### config.mk
export PLATFORM = sky130hd
export DESIGN_NAME = apdu_frame_decoder
export DESIGN_NICKNAME = d
export VERILOG_FILES = /design/src/design/adf_pkg.sv /design/src/design/adf_front.sv /design/src/design/adf_queue.sv /design/src/design/adf_back.sv /design/src/design/apdu_frame_decoder.sv
export VERILOG_INCLUDE_DIRS = /design/src /design/src/design
export SDC_FILE = /design/constraint.sdc
export NUM_CORES = 1
export LEC_CHECK = 0
export CELL_PAD_IN_SITES_DETAIL_PLACEMENT = 2
export CELL_PAD_IN_SITES_GLOBAL_PLACEMENT = 2
export CORE_ASPECT_RATIO = 1.2
export CORE_UTILIZATION = 42
export DETAILED_ROUTE_END_ITERATION = 8
export DONT_BUFFER_PORTS = 1
export PLACE_DENSITY_LB_ADDON = 0.1
export SETUP_SLACK_MARGIN = 0.15
export SLEW_MARGIN = 20
export SYNTH_ARGS = -nofsm -noshare
export SYNTH_HDL_FRONTEND = slang
export SYNTH_SLANG_ARGS = --single-unit
export TNS_END_PERCENT = 50
### constraint.sdc
create_clock -name clk -period 7.2 [get_ports clk]
set_clock_uncertainty 0.1 [all_clocks]
set_input_delay 0.36 -clock clk [delete_from_list [all_inputs] [get_ports clk]]
set_output_delay 0.36 -clock clk [all_outputs]
set_load 0.02 [all_outputs]
### src/design/assert_macros.svh
// Assertion helpers shared by the decoder modules.
// Both expect a clock named clk and a synchronous reset named rst in scope.
`ifndef ASSERT_MACROS_SVH
`define ASSERT_MACROS_SVH

// The property must hold at every clock edge outside reset.
`define ADF_ASSERT(lbl, prop, msg) \
  lbl: assert property (@(posedge clk) disable iff (rst) prop) else $error(msg);

// The expression must never be true outside reset.
`define ADF_NEVER(lbl, expr, msg) \
  lbl: assert property (@(posedge clk) disable iff (rst) !(expr)) else $error(msg);

`endif

### src/design/adf_pkg.sv
package adf_pkg;

  typedef enum logic [1:0] {
    KIND_DATA  = 2'd0,
    KIND_DONE  = 2'd1,
    KIND_ERROR = 2'd2
  } kind_t;

  typedef enum logic [2:0] {
    ERR_SHORT     = 3'd0,
    ERR_CHANNEL   = 3'd1,
    ERR_TAG       = 3'd2,
    ERR_NO_INDEX0 = 3'd3,
    ERR_ORDER     = 3'd4,
    ERR_NO_LENGTH = 3'd5,
    ERR_NO_STATUS = 3'd6,
    ERR_NONE      = 3'd7
  } err_t;

  localparam logic [7:0]  TAG_BYTE     = 8'h05;
  localparam logic [15:0] CHANNEL_WORD = 16'h0101;
  localparam logic [2:0]  POS_MAX      = 3'd7;
  localparam logic [16:0] COUNT_MAX    = 17'h1FFFF;

  // Register indexes of the configuration port.
  localparam logic REG_CHANNEL_MODE = 1'b0;

  // What one accepted item leaves for the output side: an optional data
  // byte followed by an optional frame-end result.
  typedef struct packed {
    logic        has_data;
    logic [7:0]  data;
    logic        has_end;
    kind_t       end_kind;
    logic [15:0] status;
    err_t        err;
  } adf_entry_t;

endpackage

### src/design/adf_front.sv
module adf_front (
  input  logic                clk,
  input  logic                rst,
  input  logic                accept,
  input  logic                func,
  input  logic [7:0]          frame_byte,
  input  logic                frame_end,
  input  logic                channel_mode,
  output logic                push,
  output adf_pkg::adf_entry_t entry
);
  import adf_pkg::*;

  logic [2:0]  header_position, header_position_next;
  err_t        pending_error, pending_error_next;
  logic        frame_dropped, frame_dropped_next;
  logic [15:0] received_index, received_index_next;
  logic [15:0] expected_index, expected_index_next;
  logic        length_known, length_known_next;
  logic [15:0] response_length, response_length_next;
  logic [16:0] payload_count, payload_count_next;
  logic [15:0] status_capture, status_capture_next;

  logic [2:0]  cp;
  logic [2:0]  hdr;
  logic [2:0]  pos_new;
  logic [7:0]  want;
  logic [15:0] index_new;
  logic [16:0] dlen;

  assign cp        = channel_mode ? 3'd2 : 3'd0;
  assign hdr       = 3'(cp + 3'd3 + ((received_index == 16'd0) ? 3'd2 : 3'd0));
  assign pos_new   = (header_position == POS_MAX) ? POS_MAX : 3'(header_position + 3'd1);
  assign want      = (header_position == 3'd0) ? CHANNEL_WORD[15:8] : CHANNEL_WORD[7:0];
  assign index_new = {received_index[15:8], frame_byte};
  assign dlen      = {1'b0, response_length} - 17'd2;

  always_comb begin
    header_position_next = header_position;
    pending_error_next   = pending_error;
    frame_dropped_next   = frame_dropped;
    received_index_next  = received_index;
    expected_index_next  = expected_index;
    length_known_next    = length_known;
    response_length_next = response_length;
    payload_count_next   = payload_count;
    status_capture_next  = status_capture;
    entry                = '0;
    entry.end_kind       = KIND_DATA;
    entry.err            = ERR_SHORT;
    push                 = 1'b0;

    if (accept) begin
      if (func) begin
        header_position_next = '0;
        pending_error_next   = ERR_NONE;
        frame_dropped_next   = 1'b0;
        received_index_next  = '0;
        expected_index_next  = '0;
        length_known_next    = 1'b0;
        response_length_next = '0;
        payload_count_next   = '0;
        status_capture_next  = '0;
      end else begin
        if (!frame_dropped) begin
          if (header_position < cp) begin
            if (frame_byte != want) begin
              pending_error_next = ERR_CHANNEL;
              frame_dropped_next = 1'b1;
            end
          end else if (header_position == cp) begin
            if (frame_byte != TAG_BYTE) begin
              pending_error_next = ERR_TAG;
              frame_dropped_next = 1'b1;
            end
          end else if (header_position == 3'(cp + 3'd1)) begin
            received_index_next = {frame_byte, 8'h00};
          end else if (header_position == 3'(cp + 3'd2)) begin
            received_index_next = index_new;
            if (!length_known && index_new != 16'd0) begin
              pending_error_next = ERR_NO_INDEX0;
              frame_dropped_next = 1'b1;
            end else if (index_new != expected_index) begin
              pending_error_next = ERR_ORDER;
              frame_dropped_next = 1'b1;
            end
          end else if (header_position < hdr && header_position == 3'(cp + 3'd3)) begin
            response_length_next = {frame_byte, 8'h00};
          end else if (header_position < hdr && header_position == 3'(cp + 3'd4)) begin
            response_length_next = {response_length[15:8], frame_byte};
            length_known_next    = 1'b1;
          end else begin
            // Payload: data bytes first, then the two status bytes, then padding.
            if (response_length >= 16'd2) begin
              if (payload_count < dlen) begin
                entry.has_data = 1'b1;
                entry.data     = frame_byte;
              end else if (payload_count == dlen) begin
                status_capture_next = {frame_byte, status_capture[7:0]};
              end else if (payload_count == 17'(dlen + 17'd1)) begin
                status_capture_next = {status_capture[15:8], frame_byte};
              end
            end
            if (payload_count != COUNT_MAX) begin
              payload_count_next = 17'(payload_count + 17'd1);
            end
          end
        end
        header_position_next = pos_new;

        if (frame_end) begin
          if (pos_new < 3'(cp + 3'd3)) begin
            entry.has_end  = 1'b1;
            entry.end_kind = KIND_ERROR;
            entry.err      = ERR_SHORT;
          end else if (frame_dropped_next) begin
            entry.has_end  = 1'b1;
            entry.end_kind = KIND_ERROR;
            entry.err      = pending_error_next;
          end else if (received_index_next == 16'd0 && !length_known_next) begin
            response_length_next = '0;
            entry.has_end        = 1'b1;
            entry.end_kind       = KIND_ERROR;
            entry.err            = ERR_NO_LENGTH;
          end else if (payload_count_next < {1'b0, response_length_next}) begin
            expected_index_next = 16'(expected_index + 16'd1);
          end else begin
            entry.has_end = 1'b1;
            if (response_length_next < 16'd2) begin
              entry.end_kind = KIND_ERROR;
              entry.err      = ERR_NO_STATUS;
            end else begin
              entry.end_kind = KIND_DONE;
              entry.status   = status_capture_next;
            end
            expected_index_next  = '0;
            length_known_next    = 1'b0;
            response_length_next = '0;
            payload_count_next   = '0;
            status_capture_next  = '0;
          end
          header_position_next = '0;
          pending_error_next   = ERR_NONE;
          frame_dropped_next   = 1'b0;
          received_index_next  = '0;
        end
      end
      push = entry.has_data | entry.has_end;
    end
  end

  always_ff @(posedge clk) begin
    if (rst) begin
      header_position <= '0;
      pending_error   <= ERR_NONE;
      frame_dropped   <= 1'b0;
      received_index  <= '0;
      expected_index  <= '0;
      length_known    <= 1'b0;
      response_length <= '0;
      payload_count   <= '0;
      status_capture  <= '0;
    end else begin
      header_position <= header_position_next;
      pending_error   <= pending_error_next;
      frame_dropped   <= frame_dropped_next;
      received_index  <= received_index_next;
      expected_index  <= expected_index_next;
      length_known    <= length_known_next;
      response_length <= response_length_next;
      payload_count   <= payload_count_next;
      status_capture  <= status_capture_next;
    end
  end

endmodule

### src/design/adf_queue.sv
`include "assert_macros.svh"

module adf_queue #(
  parameter int DEPTH = 4
) (
  input  logic                clk,
  input  logic                rst,
  input  logic                push,
  input  adf_pkg::adf_entry_t wr_entry,
  input  logic                pop,
  output adf_pkg::adf_entry_t rd_entry,
  output logic                full,
  output logic                empty
);
  import adf_pkg::*;

  localparam int PTR_W = (DEPTH > 1) ? $clog2(DEPTH) : 1;
  localparam int CNT_W = $clog2(DEPTH + 1);
  localparam logic [PTR_W-1:0] LAST_SLOT = PTR_W'(DEPTH - 1);
  localparam logic [CNT_W-1:0] FULL_COUNT = CNT_W'(DEPTH);

  adf_entry_t       slots [DEPTH];
  logic [PTR_W-1:0] wr_ptr, rd_ptr;
  logic [CNT_W-1:0] count;

  assign full     = (count == FULL_COUNT);
  assign empty    = (count == '0);
  assign rd_entry = slots[rd_ptr];

  always_ff @(posedge clk) begin
    if (push) begin
      slots[wr_ptr] <= wr_entry;
    end
  end

  always_ff @(posedge clk) begin
    if (rst) begin
      wr_ptr <= '0;
      rd_ptr <= '0;
      count  <= '0;
    end else begin
      if (push) begin
        wr_ptr <= (wr_ptr == LAST_SLOT) ? '0 : PTR_W'(wr_ptr + 1'b1);
      end
      if (pop) begin
        rd_ptr <= (rd_ptr == LAST_SLOT) ? '0 : PTR_W'(rd_ptr + 1'b1);
      end
      if (push && !pop) begin
        count <= CNT_W'(count + 1'b1);
      end else if (pop && !push) begin
        count <= CNT_W'(count - 1'b1);
      end
    end
  end

  `ADF_ASSERT(a_count_bound, (count <= FULL_COUNT), "queue count beyond depth")
  `ADF_NEVER(a_push_full, (push && full && !pop), "item pushed into a full queue")
  `ADF_NEVER(a_pop_empty, (pop && empty), "item popped from an empty queue")

endmodule

### src/design/adf_back.sv
`include "assert_macros.svh"

module adf_back (
  input  logic                clk,
  input  logic                rst,
  input  adf_pkg::adf_entry_t head,
  input  logic                head_valid,
  output logic                pop,
  output logic                out_valid,
  input  logic                out_stall,
  output logic [1:0]          kind,
  output logic [7:0]          data_byte,
  output logic [15:0]         resp_status,
  output logic [2:0]          error_code,
  output logic                last
);
  import adf_pkg::*;

  // Set once the data byte of an entry that also has a frame-end result is gone.
  logic phase, phase_next;
  logic show_end;
  logic fire;

  assign show_end  = !head.has_data || phase;
  assign out_valid = head_valid;
  assign fire      = out_valid && !out_stall;

  always_comb begin
    kind        = KIND_DATA;
    data_byte   = head.data;
    resp_status = '0;
    error_code  = '0;
    last        = !head.has_end;
    if (show_end) begin
      kind        = head.end_kind;
      data_byte   = '0;
      resp_status = head.status;
      error_code  = (head.end_kind == KIND_ERROR) ? head.err : '0;
      last        = 1'b1;
    end
  end

  assign pop = fire && last;

  always_comb begin
    phase_next = phase;
    if (fire) begin
      phase_next = !last;
    end
  end

  always_ff @(posedge clk) begin
    if (rst) begin
      phase <= 1'b0;
    end else begin
      phase <= phase_next;
    end
  end

  `ADF_ASSERT(a_phase_entry, (phase |-> head_valid && head.has_data && head.has_end),
    "second half pending on an entry without both results")
  `ADF_ASSERT(a_phase_clear, (pop |=> !phase), "phase left set after an entry retired")
  `ADF_ASSERT(a_valid_content, (out_valid |-> head.has_data || head.has_end),
    "empty entry presented at the output")

endmodule

### src/design/apdu_frame_decoder.sv
// A result is written into the result queue and offered on the output at its head.
// Throughput: one item per cycle while the queue is not full; the header and
// payload logic of the front part is combinational. An item that both delivers a data
// byte and ends a response gives two output results, and the queue absorbs the burst.
// Reset: clears the reassembly session and the current frame, empties the queue
// and sets channel_mode to 1.
module apdu_frame_decoder #(
  parameter int QUEUE_DEPTH = 4
) (
  input  logic        clk,
  input  logic        rst,
  input  logic        psel,
  input  logic        penable,
  input  logic        pwrite,
  input  logic [2:0]  paddr,
  input  logic [31:0] pwdata,
  output logic [31:0] prdata,
  output logic        pready,
  input  logic        in_valid,
  output logic        in_stall,
  input  logic        func,
  input  logic [7:0]  frame_byte,
  input  logic        frame_end,
  output logic        out_valid,
  input  logic        out_stall,
  output logic [1:0]  kind,
  output logic [7:0]  data_byte,
  output logic [15:0] resp_status,
  output logic [2:0]  error_code,
  output logic        last
);
  import adf_pkg::*;

  logic       channel_mode;
  logic       accept;
  logic       push;
  logic       pop;
  logic       full;
  logic       empty;
  adf_entry_t wr_entry;
  adf_entry_t head;

  assign pready = 1'b1;

  always_ff @(posedge clk) begin
    if (rst) begin
      channel_mode <= 1'b1;
    end else if (psel && penable && pwrite && pready && paddr[2] == REG_CHANNEL_MODE) begin
      channel_mode <= pwdata[0];
    end
  end

  assign prdata = (paddr[2] == REG_CHANNEL_MODE) ? {31'd0, channel_mode} : 32'd0;

  assign in_stall = full;
  assign accept   = in_valid && !in_stall;

  adf_front u_front (
    .clk          (clk),
    .rst          (rst),
    .accept       (accept),
    .func         (func),
    .frame_byte   (frame_byte),
    .frame_end    (frame_end),
    .channel_mode (channel_mode),
    .push         (push),
    .entry        (wr_entry)
  );

  adf_queue #(
    .DEPTH (QUEUE_DEPTH)
  ) u_queue (
    .clk      (clk),
    .rst      (rst),
    .push     (push),
    .wr_entry (wr_entry),
    .pop      (pop),
    .rd_entry (head),
    .full     (full),
    .empty    (empty)
  );

  adf_back u_back (
    .clk         (clk),
    .rst         (rst),
    .head        (head),
    .head_valid  (!empty),
    .pop         (pop),
    .out_valid   (out_valid),
    .out_stall   (out_stall),
    .kind        (kind),
    .data_byte   (data_byte),
    .resp_status (resp_status),
    .error_code  (error_code),
    .last        (last)
  );

endmodule
==> key figures <==
Drt
  • # DRC: 0
  • Post-route ant nets: 0
  • Avg WL per Cell: between 20 and 30 um
  • Via density: between 6 and 7
  • DRT Pass-1 Iters: 5
  • 1st-iter DRT viols: a little under 500
  • Routed wire length: 41630 um
  • Via count: around 10000

CTS
  • Clock root cell: clkbuf_16
  • Max Buffers Root-to-Sink: 3
  • Worst-path clk slew: 0.06 ns
  • CTS sink cnt: roughly 220
  • Clock Latency Late Sink: about 0.54 ns
  • Htree depth: 1
  • CTS tree: yes
  • Total CTS buffers: 26

Critical path
  • Arrival @ worst endpoint: between 7 and 8 ns
  • R2R setup slack: 0.50 ns
  • Critical path required time: approximately 7.6 ns
  • Crit-path max FO: 5
  • Critical R2R Launch: u_front.received_index[8]$_SDFFE_PP0P_
  • Crit path capture type: register
  • CP Launch Type: register
  • Crit-path max cell delay: 0.56 ns
  • Crit path max-delay cell type: or4_1
  • R2R depth: 28
  • Crit Path Category: register to register
  • Most frequent CP cell: ha_1
  • Crit Reg-Reg Endpoint: u_queue.count[2]$_SDFFE_PP0P_

Synth
  • Largest family of logic cells by synthesized area: simple AND/OR/NAND/NOR gates
  • Synthesized area: 12880 sq um
  • Post-Synth XOR/XNOR Area: under 10%
  • Adder-cell share of the synthesized area: under 10%
  • Most common library cells after synthesis: 124 x edfxtp_1, 113 x nand2_1, 100 x dfxtp_1
  • Largest cells by area after synthesis: edfxtp_1 29%, dfxtp_1 16%, mux4_2 5.4%
  • Fraction of registers with async set/reset: 0%
  • Number of flops mapped to enable cells by yosys: around 120
  • Synthesis Warnings: 0
  • Top_reg_cell synth: edfxtp_1
  • Synth Area in Compound Gates: 14.54%
  • Seq/Total Area, Yosys: approximately 44%
  • Syn Area/Cell: a little over 10 sq um
  • #FFs+latches synth: about 220
  • Distinct cells, synth: 91
  • Post-Syn Instances: approximately 1300
  • Area share of and/or/nand/nor cells after synthesis: between 10% and 20%
  • Mux cell area share after synthesis: 6.691%
  • Largest area contributor in the netlist: edfxtp_1
  • Synth top area share: slightly below 30%
  • Count leader, synth: edfxtp_1

STA
  • Setup TNS: 0 ns
  • Final period util: about 93%
  • Setup Viol. Count Final: 0
  • RSZ-0062 raised after global routing: no
  • Slew Limit Fails: 0
  • Slew margin rel.: 36.26%
  • Minimum clock period: 6.700 ns
  • Actual slew at the worst max-slew pin: between 0.9 and 1 ns
  • F_max: roughly 0.15 GHz
  • Fin. Hold Viols: 0

Floorplan
  • Top-Level Pins: 117
  • Core ar.: approximately 30000 sq um
  • Site row count: 69
  • Starting Density: around 43%
  • Die ar.: around 31000 sq um
  • Die height: 193.9 um
  • Die X: about 160 um

Power
  • Pwr Density: approximately 240 nW/um^2
  • Worst vdd ir: around 0.17 mV
  • Leak: about 5.2 nW

Cells and area
  • ANT cells: 0
  • NumNets Final: ~1300
  • Area Overhead vs Synth: 9.838%
  • Fin util: 47.37%
  • Share of layout cells above drive strength 1: between 10 and 15%

Min path
  • Min-delay src: frame_byte[5]
  • Worst hold path class: input pin to register
  • Hold depth: 2
  • Worst Hold End: u_front.response_length[13]$_SDFFE_PP0P_

Global route
  • First-pass GRT wire length: 64640 um
  • Global-route usage over all layers: a little over a quarter
  • Vias in the first global route: approximately 11000
  • Total grt overflow: 0
  • Initial antenna violation count: 0
  • Largest net degree at the start of global routing: 50

Job
  • MaxCap Viol Count: 0

Placement
  • Dpl hpwl: 28020 um
  • Final Wtd Congestion: a little under 0.8
  • I/O Buffers: 0

Status
  • Status: completed
-- timing repair --
action	CTS	global route
endpoints found under the setup margin	0	71
gates resized for setup	0	6
hold buffers	12	0
setup buffers	0	0
endpoints found under the hold margin	71	0
-- per-layer routing --
layer	GRT usage, %	routed length, um
met1	32.51	17320
met2	49.05	21720
met3	2.695	1232
met4	9.189	1354
met5	0	0
-- area by class of cell --
| type | instances | area [sq um] |
|---|---|---|
| Sequential cell | 224 | 5727 |
| Multi-Input combinational cell | 912 | 6560 |
| Tap cell | 390 | 488.0 |
| Fill cell | 3133 | 15720 |
| Clock inverter | 13 | 178.9 |
| Clock buffer | 35 | 694.4 |
| Timing Repair Buffer | 38 | 345.3 |
| Inverter | 42 | 157.7 |
-- report_power, final --
group          switching (mW)  total [mW]  leakage (nW)  internal (mW)
sequential             0.0248        1.40          1.88           1.37
clock                   0.550        1.37         0.422          0.822
combinational           0.366       0.562          2.89          0.196
total                   0.941        3.33          5.19           2.39
-- registers in the layout (all words and copies together), names as in the netlist, named ones only --
signal / flops
channel_mode: 1
u_back.phase: 1
u_front.expected_index: 16
u_front.frame_dropped: 1
u_front.header_position: 3
u_front.length_known: 1
u_front.payload_count: 17
u_front.pending_error: 3
u_front.received_index: 16
u_front.response_length: 16
u_front.status_capture: 16
u_queue.count: 3
u_queue.rd_ptr: 2
u_queue.slots: 124
u_queue.wr_ptr: 2
-- logic make-up after synthesis --
kind of cell,after synthesis
AND/OR/NAND/NOR,438
AO/OA/AOI/OAI,276
flip-flops,224
buffers and inverters,155
XOR/XNOR,67
adder cells (fa/ha/maj),52
multiplexers,47
other,2
-- placed cells by master, fill, tap and decap left out, drive strengths merged, types with 32 or more instances in the layout --
cell / netlist / layout
a21oi: 72 / 72
clkbuf: 49 / 35
conb: 2 / 32
dfxtp: 100 / 100
edfxtp: 124 / 124
ha: 51 / 51
inv: 41 / 42
nand2: 113 / 113
nand3: 32 / 32
nor2: 72 / 72
o21ai: 60 / 60
xnor2: 40 / 40
-- worst max path at each step --
stage / from / to / slack [ns] / depth (start not counted)
global route: u_front.received_index[8]$_SDFFE_PP0P_ / u_queue.count[2]$_SDFFE_PP0P_ / 0.16 / 28
floorplan: u_front.received_index[12]$_SDFFE_PP0P_ / u_queue.count[2]$_SDFFE_PP0P_ / 1.00 / 27
detailed placement: u_front.received_index[8]$_SDFFE_PP0P_ / u_queue.count[2]$_SDFFE_PP0P_ / 0.28 / 28
global placement: u_front.received_index[8]$_SDFFE_PP0P_ / u_queue.count[2]$_SDFFE_PP0P_ / 0.51 / 28
CTS: u_front.received_index[8]$_SDFFE_PP0P_ / u_queue.count[2]$_SDFFE_PP0P_ / 0.19 / 28
finish: u_front.received_index[8]$_SDFFE_PP0P_ / u_queue.count[2]$_SDFFE_PP0P_ / 0.50 / 28
-- worst max-delay path: cells and delay by family, from the launching register on --
family                     cells  cell delay (ns)
and+or+nand+nor               12             2.60
AOI/OAI and AO/OA              6             1.54
adders and majority gates      5             1.28
buffers and inverters          3             0.49
DFF                            1             0.33
xor gates and xnor gates       2             0.28
-- stage by stage --
stage / setup slack, ns / power [mW] / std cells / hold slack, ns / cell area [sq um]
6_report: 0.4999 / 3.330 / 1654 / 0.01620 / 14150
5_1_grt: 0.1564 / 3.450 / 1654 / 0.02352 / 14150
4_1_cts: 0.1872 / 3.367 / 1654 / 0.003619 / 14130
3_5_place_dp: 0.2827 / 1.972 / 1594 / 0.3390 / 13120
3_3_place_gp: 0.5100 / 1.947 / 1594 / 0.3352 / 13120
2_1_floorplan: 1.002 / 1.860 / 1291 / 0.3481 / 13000
Note: power is estimated with default switching activity, not from simulation.
